`config.mk`:
```
export PLATFORM = sky130hd
export DESIGN_NAME = led_strip_pattern_sequencer
export DESIGN_NICKNAME = d
export VERILOG_FILES = /design/src/design/lsps_pkg.sv /design/src/design/lsps_phase.sv /design/src/design/led_strip_pattern_sequencer.sv
export SDC_FILE = /design/constraint.sdc
export NUM_CORES = 1
export LEC_CHECK = 0
export BUFFER_PORTS_ARGS = -buffer_cell sky130_fd_sc_hd__buf_2
export CORE_UTILIZATION = 61
export DETAILED_ROUTE_END_ITERATION = 8
export MAX_ROUTING_LAYER = met4
export PLACE_DENSITY = 0.91
export REMOVE_ABC_BUFFERS = 1
export SETUP_SLACK_MARGIN = 0.02
export SYNTH_ARGS = -nofsm -noshare
export SYNTH_HDL_FRONTEND = slang
export SYNTH_HIERARCHICAL = 1
export SYNTH_SLANG_ARGS = --single-unit
```
`constraint.sdc`:
```
create_clock -name i_clk -period 6 [get_ports i_clk]
set_input_delay 0.6 -clock i_clk [delete_from_list [all_inputs] [get_ports i_clk]]
set_output_delay 0.6 -clock i_clk [all_outputs]
set_load 0.03 [all_outputs]
```
`src/design/lsps_pkg.sv`:
```
// Package with the sizes, phase bounds and LED bit helper of the pattern sequencer.
`timescale 1ns / 1ps

package lsps_pkg;

    localparam int LED_COUNT = 8;
    localparam int PAT_W     = 8;
    localparam int PAT_IDX_W = 3;
    localparam int STEP_W    = 8;
    localparam int TIME_W    = 32;
    localparam int IVAL_W    = 16;
    localparam int OUT_DW    = 16;

    localparam logic [TIME_W-1:0] IVAL_RESET = TIME_W'(100);

    // Phase bounds on the incremented step.
    localparam logic [STEP_W-1:0] STEP_ONE   = STEP_W'(1);
    localparam logic [STEP_W-1:0] LED_N      = STEP_W'(LED_COUNT);
    localparam logic [STEP_W-1:0] LED_TOP    = STEP_W'(LED_COUNT - 1);
    localparam logic [STEP_W-1:0] LED_HALF   = STEP_W'(LED_COUNT / 2);
    localparam logic [STEP_W-1:0] LED_LOWMID = STEP_W'((LED_COUNT - 1) / 2);
    localparam logic [STEP_W-1:0] CLR_OFS    = STEP_W'(LED_COUNT + 1);
    localparam logic [STEP_W-1:0] RUN_LO     = STEP_W'(2 * LED_COUNT);
    localparam logic [STEP_W-1:0] RUN_REF    = STEP_W'(3 * LED_COUNT - 2);
    localparam logic [STEP_W-1:0] MIR_LO     = STEP_W'(3 * LED_COUNT - 1);
    localparam logic [STEP_W-1:0] TWO_LO     = STEP_W'(4 * LED_COUNT - 3);
    localparam logic [STEP_W-1:0] TWO_OFS    = STEP_W'(4 * LED_COUNT - 5);
    localparam logic [STEP_W-1:0] SEQ_END    = STEP_W'(5 * LED_COUNT - 4);

    typedef struct packed {
        logic             restart;
        logic [PAT_W-1:0] pattern;
    } t_phase_res;

    // One-hot mask for an LED index; indexes past the pattern give no bit.
    function automatic logic [PAT_W-1:0] f_led_bit(input logic [STEP_W-1:0] idx);
        logic [PAT_W-1:0] mask;
        mask = '0;
        if (idx < STEP_W'(PAT_W)) begin
            mask = PAT_W'(1) << idx[PAT_IDX_W-1:0];
        end
        return mask;
    endfunction

endpackage

```
`src/design/lsps_phase.sv`:
```
// Phase decoder: maps the incremented step and the current pattern to the next pattern.
`timescale 1ns / 1ps

module lsps_phase (
    input  logic [lsps_pkg::STEP_W-1:0] i_step,
    input  logic [lsps_pkg::PAT_W-1:0]  i_pattern,
    output lsps_pkg::t_phase_res        o_res
);
    import lsps_pkg::*;

    logic [STEP_W-1:0] k_idx;
    logic [STEP_W-1:0] j_idx;
    logic [STEP_W-1:0] m_idx;
    logic [STEP_W-1:0] run_idx;
    logic [STEP_W-1:0] two_idx;

    assign run_idx = RUN_REF - i_step;
    assign k_idx   = i_step - RUN_REF;
    assign j_idx   = k_idx - LED_HALF;
    assign m_idx   = i_step - TWO_OFS;
    assign two_idx = LED_N - m_idx;

    always_comb begin
        o_res.restart = 1'b0;
        o_res.pattern = i_pattern;
        if (i_step >= STEP_ONE && i_step <= LED_N) begin
            o_res.pattern = i_pattern | f_led_bit(i_step - STEP_ONE);
        end else if (i_step > LED_N && i_step < RUN_LO) begin
            o_res.pattern = i_pattern & ~f_led_bit(i_step - CLR_OFS);
        end else if (i_step >= RUN_LO && i_step < MIR_LO) begin
            o_res.pattern = f_led_bit(LED_TOP) | f_led_bit(run_idx);
        end else if (i_step >= MIR_LO && i_step < TWO_LO) begin
            // Fill inward from both ends, then clear outward from the middle.
            if (k_idx < LED_HALF) begin
                o_res.pattern = i_pattern | f_led_bit(LED_TOP - k_idx) | f_led_bit(k_idx);
            end else begin
                o_res.pattern = i_pattern & ~(f_led_bit(LED_LOWMID - j_idx)
                                              | f_led_bit(LED_HALF + j_idx));
            end
        end else if (i_step >= TWO_LO && i_step < SEQ_END) begin
            o_res.pattern = f_led_bit(two_idx);
            if (two_idx >= LED_HALF) begin
                o_res.pattern = f_led_bit(two_idx) | f_led_bit(m_idx);
            end
        end else begin
            o_res.restart = 1'b1;
        end
    end

endmodule

```
`src/design/led_strip_pattern_sequencer.sv`:
```
// Top level of the LED pattern sequencer: input register, step state and result register.
//
//  channel   direction  signals                       payload
//  s_axis    in         tvalid / tready / tdata[31:0] time_now
//  m_axis    out        tvalid / tready / tdata[15:0] led_pattern, stepped
//  cfg       in         valid / ready / data[15:0]    step_interval
//
// An accepted item waits in the input register; an edge on which the output can advance
// moves it through the deadline compare and phase decode into the result register, where
// it is offered. One item is accepted every cycle unless the result stalls.
// Reset clears step count, deadline and pattern and loads an interval of 100.
// A stall holds the output and a full input register; input ready drops only then.
`timescale 1ns / 1ps

module led_strip_pattern_sequencer (
    input  logic                          i_clk,
    input  logic                          i_rst_n,
    input  logic                          i_s_axis_tvalid,
    output logic                          o_s_axis_tready,
    input  logic [lsps_pkg::TIME_W-1:0]   i_s_axis_tdata,   // [31:0] time_now
    output logic                          o_m_axis_tvalid,
    input  logic                          i_m_axis_tready,
    output logic [lsps_pkg::OUT_DW-1:0]   o_m_axis_tdata,   // [7:0] led_pattern, [8] stepped
    input  logic                          i_cfg_valid,
    output logic                          o_cfg_ready,
    input  logic [lsps_pkg::IVAL_W-1:0]   i_cfg_data        // [15:0] step_interval
);
    import lsps_pkg::*;

    logic              r_in_valid;
    logic [TIME_W-1:0] r_in_time;
    logic              r_out_valid;
    logic [PAT_W-1:0]  r_out_pattern;
    logic              r_out_stepped;
    logic [STEP_W-1:0] r_step;
    logic [TIME_W-1:0] r_deadline;
    logic [PAT_W-1:0]  r_pattern;
    logic [IVAL_W-1:0] r_interval;

    logic [STEP_W-1:0] n_step;
    logic [TIME_W-1:0] n_deadline;
    logic [PAT_W-1:0]  n_pattern;
    logic              advance;
    logic              stepped;
    logic [STEP_W-1:0] step_inc;
    t_phase_res        phase_res;

    assign advance         = !r_out_valid || i_m_axis_tready;
    assign o_s_axis_tready = !r_in_valid || advance;
    assign o_cfg_ready     = 1'b1;
    assign o_m_axis_tvalid = r_out_valid;
    assign o_m_axis_tdata  = {(OUT_DW - PAT_W - 1)'(0), r_out_stepped, r_out_pattern};

    assign stepped  = r_deadline < r_in_time;
    assign step_inc = r_step + STEP_ONE;

    lsps_phase u_phase (
        .i_step    (step_inc),
        .i_pattern (r_pattern),
        .o_res     (phase_res)
    );

    always_comb begin
        n_step     = r_step;
        n_deadline = r_deadline;
        n_pattern  = r_pattern;
        if (stepped) begin
            if (phase_res.restart) begin
                n_step     = STEP_ONE;
                n_deadline = TIME_W'(1);
            end else begin
                n_step     = step_inc;
                n_deadline = r_in_time + TIME_W'(r_interval);
                n_pattern  = phase_res.pattern;
            end
        end
    end

    always_ff @(posedge i_clk) begin
        if (!i_rst_n) begin
            r_in_valid  <= 1'b0;
            r_out_valid <= 1'b0;
            r_step      <= '0;
            r_deadline  <= '0;
            r_pattern   <= '0;
            r_interval  <= IVAL_RESET[IVAL_W-1:0];
        end else begin
            if (i_cfg_valid) begin
                r_interval <= i_cfg_data;
            end
            if (o_s_axis_tready) begin
                r_in_valid <= i_s_axis_tvalid;
            end
            if (advance) begin
                r_out_valid <= r_in_valid;
                if (r_in_valid) begin
                    r_step     <= n_step;
                    r_deadline <= n_deadline;
                    r_pattern  <= n_pattern;
                end
            end
        end
    end

    always_ff @(posedge i_clk) begin
        if (o_s_axis_tready && i_s_axis_tvalid) begin
            r_in_time <= i_s_axis_tdata;
        end
        if (advance && r_in_valid) begin
            r_out_pattern <= n_pattern;
            r_out_stepped <= stepped;
        end
    end

endmodule

```
## After elaboration in Yosys (flattened, before gate mapping)

Cells that the tools add are included.

| word-level totals | value |
|---|---|
| word-level logic and storage cells | 134 |
| register bits after elaboration | 107 |
| output and inout port bits | 19 |
| input port bits | 53 |

| operators by class | value |
|---|---|
| bitwise logic cells | 9 |
| reductions and logical operators | 13 |
| multiplexer cells | 60 |
| $lt $le $gt $ge | 22 |
| add/sub/neg operators | 12 |
| shift-type cells | 9 |

Operator list:

| kind | number |
|---|---|
| 8-bit 2-to-1 mux | 53 |
| 8-bit by 4-bit less-than comparator with 1-bit output (second input constant) | 9 |
| 1-bit by 3-bit << shifter with 8-bit output (first input constant) | 8 |
| 8-bit bitwise OR | 5 |
| 32-bit by 16-bit adder with 32-bit output | 1 |
| 32-bit less-than comparator | 1 |
| 32-bit 2-to-1 mux | 1 |
| 8-bit by 5-bit >= comparator with 1-bit output (second input constant) | 3 |
| 8-bit by 5-bit less-than comparator with 1-bit output (second input constant) | 3 |
| 8-bit AND | 2 |
| 8-bit NOT | 2 |
| 8-bit by 5-bit subtractor with 8-bit output (second input constant) | 2 |
| 3-bit by 8-bit adder with 8-bit output (first input constant) | 1 |
| 8-bit by 1-bit adder with 8-bit output (second input constant) | 1 |
| 8-bit by 1-bit >= comparator with 1-bit output (second input constant) | 1 |
| 8-bit by 3-bit >= comparator with 1-bit output (second input constant) | 1 |
| 8-bit by 4-bit > comparator with 1-bit output (second input constant) | 1 |
| 8-bit by 4-bit <= comparator with 1-bit output (second input constant) | 1 |
| 8-bit by 3-bit less-than comparator with 1-bit output (second input constant) | 1 |
| 8-bit by 6-bit less-than comparator with 1-bit output (second input constant) | 1 |
| 2-bit by 8-bit subtractor with 8-bit output (first input constant) | 1 |
| 3-bit by 8-bit subtractor with 8-bit output (first input constant) | 1 |
| 4-bit by 8-bit subtractor with 8-bit output (first input constant) | 1 |
| 5-bit by 8-bit subtractor with 8-bit output (first input constant) | 1 |
| other kinds (11) | 23 |

## Depth between registers and ports, before layout

Gate-level depths: netlist of run 1.

| depth | value |
|---|---|
| word-level depth | 21 |
| mapped depth | 19 |
| mapped depth without buffers | 17 |

## By module

Netlist of run 1, hierarchy kept.

By module, submodules not included:

| module | area an instance (um^2) | sequential area each (um^2) | instances | cells each |
|---|---|---|---|---|
| led_strip_pattern_sequencer | 5848.1 | 2552.4 | 1 | 602 |
| lsps_phase | 2342.2 | 0.0 | 1 | 355 |

## Worst setup path before layout of run 1

Ideal clock, no wire load.

| path | value |
|---|---|
| path type | register -> register |
| start | reg r_step[0] |
| end | reg r_out_pattern[5], data pin |
| data arrival time | 4.309 ns |
| required time | 5.740 ns |
| buffers on the path | 2 |
| slack | 1.432 ns |
| clock period less this slack | 4.568 ns |
| cell stages (with the launch flop) | 19 |
| path through | dfxtp_1 -> ha_1 -> xor2_1 -> buf_2 -> inv_1 -> ha_1 -> inv_1 -> ha_1 -> clkbuf_2 -> inv_1 -> o311a_1 -> o31a_1 -> or2_1 -> o221ai_1 -> a2bb2oi_2 -> nor4_2 -> nand3_1 -> a31o_1 -> mux2_2 |

RTL lines:

| what | RTL line | RTL |
|---|---|---|
| start, declared | led_strip_pattern_sequencer.sv:35 | `logic [STEP_W-1:0] r_step;` |
| start signal, assigned | led_strip_pattern_sequencer.sv:97 | `r_step <= n_step;` |
| end signal, assigned | led_strip_pattern_sequencer.sv:110 | `r_out_pattern <= n_pattern;` |
| end, declared | led_strip_pattern_sequencer.sv:33 | `logic [PAT_W-1:0] r_out_pattern;` |

==> results by group, run 1 <==
Global routing
  • Vias in the first global route: 7145
  • Total global routing overflow: 0
  • First-pass GRT wire length: 33330 um
  • Antenna violations before repair: 0
  • Largest net degree at the start of global routing: 33
  • GRT Overall Usage: 0.2990

Timing
  • Final worst setup slack: 995.2 ps
  • Unrepaired setup endpoints after global routing: no
  • Setup_tns: 0 ps
  • Part of the cycle the worst path needs: 0.8341
  • Max Freq: 199.8 MHz
  • Skew final: 14.07 ps
  • Final setup violation count: 0
  • Least-Margin Pin Slew: 1256 ps
  • Relative max-transition margin: 0.1610
  • Slew Viols, Final: 0
  • Min cycle time layout: 5005 ps
  • Final hold vios: 0

Clock network
  • CTS tree: yes
  • Root buffer cell: clkbuf_16
  • Deepest clock path buffer count: 2
  • H-tree levels: 3
  • Post-CTS Setup Inserts: 0
  • Clock latency on the worst-skew pair: 360 ps
  • Cts repair resizes: 0
  • CTS Sinks: 107
  • Reg clk slew, reported paths: 80 ps
  • Cts bufs inserted: 9
  • # hold bufs at CTS: 0

Logic synthesis
  • Register area share after synthesis: 0.3116
  • Largest cells by area after synthesis: dfxtp_1, edfxtp_1, ha_1, nand2_1, mux2i_1
  • Synth cell types: 89
  • Count leader, synth: nand2_1
  • Post-synthesis instance total: 957
  • Yosys warnings: 6
  • Avg Inst Size Synth: 8.558 um2
  • Synth Register Bits: 107
  • Mapped Area: 8190 um2
  • Cell taking the most area after synthesis: dfxtp_1
  • Simple-Gate Fraction of Synth Area: 0.1919
  • Asr flop ratio synth: 0
  • Post-synthesis mux area share: 0.05637
  • Most used flip-flop cell after synthesis: dfxtp_1
  • Post-synth EDFFs: 41
  • Yosys top cell area share: 0.1613
  • Xor and xnor area share after synthesis: 0.05500
  • Post-synth top cells: nand2_1, nor2_1, ha_1
  • Adder-Cell Fraction of Synth Area: 0.1063
  • Largest family of logic cells by synthesized area: compound AO/OA/AOI/OAI gates
  • Compound-cell area share of the yosys netlist: 0.2186

Pwr
  • Leak pwr: 0.003665 uW
  • VDD IR-drop max: 0.2448 mV
  • Power per cell area: 202.1 nW/um2

Detailed routing
  • Post-DRT Antenna Nets: 0
  • Top sig layer: met4
  • DR DRC count: 0
  • Met2 wire len: 9339 um
  • WL/cell: 16.60 um
  • TritonRoute pass-1 iters: 7
  • Post-DR vias/cell: 6.303
  • WL met1: 8410 um
  • DR vias: 7393
  • Metal3 WL: 1252 um
  • Drt initial violations: 834
  • WL final: 19470 um

Final layout
  • Fin nets: 1118
  • Share of layout cells above drive strength 1: 0.1239
  • Layout fillers: 1029
  • # diodes: 0
  • Final non-filler cell area: 8850 um2
  • Final Instance Count excl. Fillers: 1173
  • Area growth, synth to finish: 8.051%

Critical path
  • Crit path required time: 6100 ps
  • Worst-path fanout max: 15
  • Critical Setup Path Class: reg2reg
  • Worst path cell trace: ha_1 > inv_1 > ha_1 > inv_1 > ha_1 > inv_1 > o311a_1 > o31a_1 > or2_1 > o221ai_1 > a2bb2oi_2 > nor4_2 > nand3_1 > a31o_1 > mux2_2
  • Worst path slowest cell: ha_1
  • CP endpoint kind: register
  • Crit Reg-Reg Endpoint: r_out_pattern[5]
  • Crit path DAT: 5110 ps
  • Slowest stage delay, CP: 580 ps
  • Reg2reg path depth: 15
  • Reg-to-reg critical path startpoint: r_step[0]
  • Reg2reg setup slack: 1000 ps
  • Startpoint types: register

Floorplanning
  • Die width: 117.9 um
  • Core area: 12880 um2
  • Die area: 13890 um2
  • # IOs: 72
  • Die Y: 117.9 um
  • Starting Density: 0.6361
  • # rows: 41

Job
  • # Max-Cap Violations: 0

Placement
  • Placed cell count: 1157
  • Gpl congestion: 1.012
  • Place WS: 1158 ps
  • Buffers added on ports: 63
  • Detailed placer's ending HPWL: 14570 um
  • Placed Area: 8558 um2

Hold path
  • Hold Crit Class: in2reg
  • Hold wc startpoint: i_s_axis_tdata[7]
  • Cells on Worst Hold Path: 1
  • Worst Hold End: r_in_time[7]

Status
  • Status: finished, final reports clean
==> area by class of cell <==
type	instances	area, um2	share of cell area
clock buffers	10	229.0	0.02587
clock inverters	6	62.56	0.007069
well taps	172	215.2	0.02432
inverters	58	217.7	0.02460
repair buffers	74	397.9	0.04496
multi-input cells	746	5175	0.5848
flip-flops and latches	107	2552	0.2884
==> routing by layer <==
layer,global-route usage,vias up
li1,-,3578
met1,0.3739,3432
met2,0.4938,335
met3,0.04409,48
met4,0.1010,0
met5,-,-
==> power breakdown <==
group,switching (uW),internal [uW]
Combinational,236,144
Clock,286,296
Sequential,27.1,799
==> sequential cells by signal, indices dropped and copies added (netlist names) <==
signal and cells:
r_deadline 32, r_step 8, r_out_stepped 1, r_interval 16, o_m_axis_tvalid 1, r_out_pattern 8
r_in_valid 1, r_pattern 8, r_in_time 32
==> worst max-delay path by stage <==
stage / startpoint / slack, ps / cells after the start / end
after floorplan: r_step[0] / 1080 / 16 / r_out_pattern[5]
after global placement: r_step[0] / 1320 / 15 / r_out_pattern[5]
after detailed placement: r_step[0] / 1160 / 15 / r_out_pattern[5]
after CTS: r_step[0] / 1050 / 15 / r_out_pattern[5]
after global routing: r_step[0] / 680 / 15 / r_out_pattern[5]
final: r_step[0] / 1000 / 15 / r_out_pattern[5]
==> kinds of logic (layout without fill, tap and decap cells) <==
| logic type | after synthesis | count (layout) |
|---|---|---|
| AND/OR/NAND/NOR | 317 | 317 |
| buffers and inverters | 110 | 148 |
| multiplexers | 45 | 45 |
| AO/OA/AOI/OAI | 258 | 258 |
| XOR/XNOR | 49 | 49 |
| other | 2 | 8 |
| adder cells (fa/ha/maj) | 69 | 69 |
| flip-flops | 107 | 107 |
==> layout by cell type (no fill, tap or decap), types with 10 or more instances in the layout <==
cell / instances
o211ai_1: 12
o22ai_1: 10
a21o_1: 13
and3_1: 13
and2_1: 10
dfxtp_1: 66
nor2_1: 69
a31oi_1: 13
ha_1: 68
a21oi_1: 55
nor3_1: 22
mux2i_1: 36
buf_2: 63
buf_4: 11
o21ai_0: 50
inv_1: 57
xnor2_1: 37
nand2b_1: 14
nand4_1: 11
a211oi_1: 16
nand3_1: 33
xor2_1: 10
edfxtp_1: 41
nand2_1: 97
==> critical path: cells and delay by family, from the launching register on <==
family,cells,cell delay (ps)
fa+ha+maj,3,1430
mux,1,270
buf+inv,3,540
compound gates,5,1240
simple gates,3,910
flops,1,340
==> stage by stage <==
step | power [uW] | hold slack (ps) | utilization
final | 1788 | 410.1 | 0.6873
after global routing | 1873 | 398.7 | 0.6873
after CTS | 1791 | 400.0 | 0.6873
after detailed placement | 1214 | 451.3 | 0.6647
after global placement | 1200 | 437.4 | 0.6647
after floorplan | 1108 | 429.1 | -
No activity file was read; power rests on OpenSTA's default activity.
==> inputs of run 2 (changes only) <==
clock period = 4.8 ns   (was 6 ns; I/O delays follow)
==> run 2 against run 1 <==
  * Hold slack worse by 120 ps
  * Sequential share of layout area is 0.32 points lower
  * Critical path depth unchanged
  * Cell count up 0.43%
  * Core utilization increased by 0.77 points
  * Clock skew shrank 4.2 ps
  * Register-to-register slack got worse by 730 ps
  * Sequential power up 25%
  * Clock-buffer cell count did not move
  * Critical path type unchanged
  * Highest routed layer unchanged
==> results by group, run 2 (synthesis gave the netlist of run 1 again) <==
Timing
  • Skew final: 9.839 ps
  • Final setup violation count: 0
  • Slew Viols, Final: 0
  • Max Freq: 220.4 MHz
  • Least-Margin Pin Slew: 1164 ps
  • Min cycle time layout: 4538 ps
  • Unrepaired setup endpoints after global routing: no
  • Final hold vios: 0
  • Final worst setup slack: 261.9 ps
  • Relative max-transition margin: 0.2167
  • Part of the cycle the worst path needs: 0.9454

Detailed routing
  • Metal3 WL: 1621 um
  • WL/cell: 17.45 um
  • Drt initial violations: 914
  • Met2 wire len: 9768 um
  • TritonRoute pass-1 iters: 8
  • Post-DRT Antenna Nets: 0
  • Post-DR vias/cell: 6.425
  • Top sig layer: met4
  • WL met1: 8555 um
  • WL final: 20550 um
  • DR DRC count: 0
  • DR vias: 7569

Floorplanning
  • Die Y: 117.9 um
  • # rows: 41
  • Starting Density: 0.6361
  • # IOs: 72
  • Die width: 117.9 um
  • Core area: 12880 um2
  • Die area: 13890 um2

Clock network
  • Cts bufs inserted: 9
  • Clock latency on the worst-skew pair: 360 ps
  • Reg clk slew, reported paths: 70 ps
  • H-tree levels: 3
  • Post-CTS Setup Inserts: 0
  • CTS Sinks: 107
  • Root buffer cell: clkbuf_16
  • # hold bufs at CTS: 0
  • Deepest clock path buffer count: 2
  • CTS tree: yes

Job
  • # Max-Cap Violations: 0

Placement
  • Buffers added on ports: 63
  • Place WS: 113.8 ps
  • Detailed placer's ending HPWL: 14750 um
  • Gpl congestion: 0.9644

Final layout
  • Layout fillers: 958
  • Fin nets: 1123
  • # diodes: 0
  • Share of layout cells above drive strength 1: 0.1322
  • Most frequent cells in the layout: nand2_1, nor2_1, ha_1, dfxtp_1, buf_2
  • Top Registers: r_deadline x32, r_in_time x32, r_interval x16
  • Commonest non-fill, non-tap cell in the layout: nand2_1
  • Area growth, synth to finish: 9.258%
  • Finished Core Util: 0.6950

Critical path
  • Critical Setup Path Class: reg2reg
  • CP endpoint kind: register
  • Crit path DAT: 4650 ps
  • Startpoint types: register
  • Crit path required time: 4910 ps
  • Reg2reg path depth: 15
  • Worst-path fanout max: 8

Pwr
  • VDD IR-drop max: 0.2926 mV
  • Leak pwr: 0.003710 uW
  • Power per cell area: 259.4 nW/um2

Global routing
  • Antenna violations before repair: 0
  • Vias in the first global route: 7212
  • GRT Overall Usage: 0.3078
  • Largest net degree at the start of global routing: 33
  • First-pass GRT wire length: 34050 um
  • Total global routing overflow: 0

Status
  • Status: finished, final reports clean

Hold path
  • Hold Crit Class: in2reg
  • Cells on Worst Hold Path: 1
## run 2: cell types whose count changed in the layout (fill, tap and decap cells not counted), sizes merged
cell    before  now
bufinv       0    1
inv         62   59
clkinv       2    4
buf         74   79
## run 2: cell type report
| type | count | area (um2) | area share |
|---|---|---|---|
| sequential | 107 | 2552 | 0.2852 |
| multi-input combinational | 746 | 5206 | 0.5818 |
| inverter | 58 | 217.7 | 0.02433 |
| tap | 172 | 215.2 | 0.02405 |
| clock buffer | 10 | 239.0 | 0.02671 |
| timing repair buffer | 79 | 435.4 | 0.04866 |
| clock inverter | 6 | 82.58 | 0.009228 |
## run 2: repair_timing
action | in CTS | in global routing
setup endpoints to repair | 0 | 16
gates resized for setup | 0 | 5
hold endpoints to repair | 0 | 0
## run 2: worst paths after layout
kind                                         start          endpoint  slack, ps
worst min register to register      r_deadline[27]    r_deadline[27]        460
worst min-delay path            i_s_axis_tdata[14]     r_in_time[14]        290
worst max-delay path                     r_step[0]  r_out_pattern[3]        260
worst max register to register           r_step[0]  r_out_pattern[3]        260
## run 2: through the flow
step	TNS, ps	cell area (um2)	std cells	total power (uW)	hold WS (ps)
2_1_floorplan	-440.7	7945	911	1386	429.1
3_3_place_gp	0	8596	1162	1503	439.6
3_5_place_dp	0	8596	1162	1521	451.2
4_1_cts	0	8917	1178	2312	282.5
5_1_grt	0	8949	1178	2412	285.1
6_report	0	8949	1178	2322	289.5
## run 2: power by group
| part | switching, uW | internal, uW | total [uW] |
|---|---|---|---|
| clock | 370 | 431 | 801 |
| sequential | 34.7 | 998 | 1030 |
| combinational | 303 | 184 | 487 |
| total | 708 | 1610 | 2320 |
## run 2: worst max-delay path: stages, from the launching register on
cell and delay [ps]:
dfxtp_1 340, ha_1 530, inv_1 230, ha_1 360, inv_1 160, ha_2 290, inv_1 70, o311a_1 350
o31a_1 280, or2_1 270, o221ai_1 220, a2bb2oi_2 140, or4_1 520, a21boi_1 140, o22ai_1 100, mux2_2 280
## run 2: per-layer routing
metal | vias up | track usage
met4 | 0 | 0.1218
met2 | 407 | 0.5026
li1 | 3578 | -
met5 | - | -
met1 | 3511 | 0.3764
met3 | 73 | 0.05572
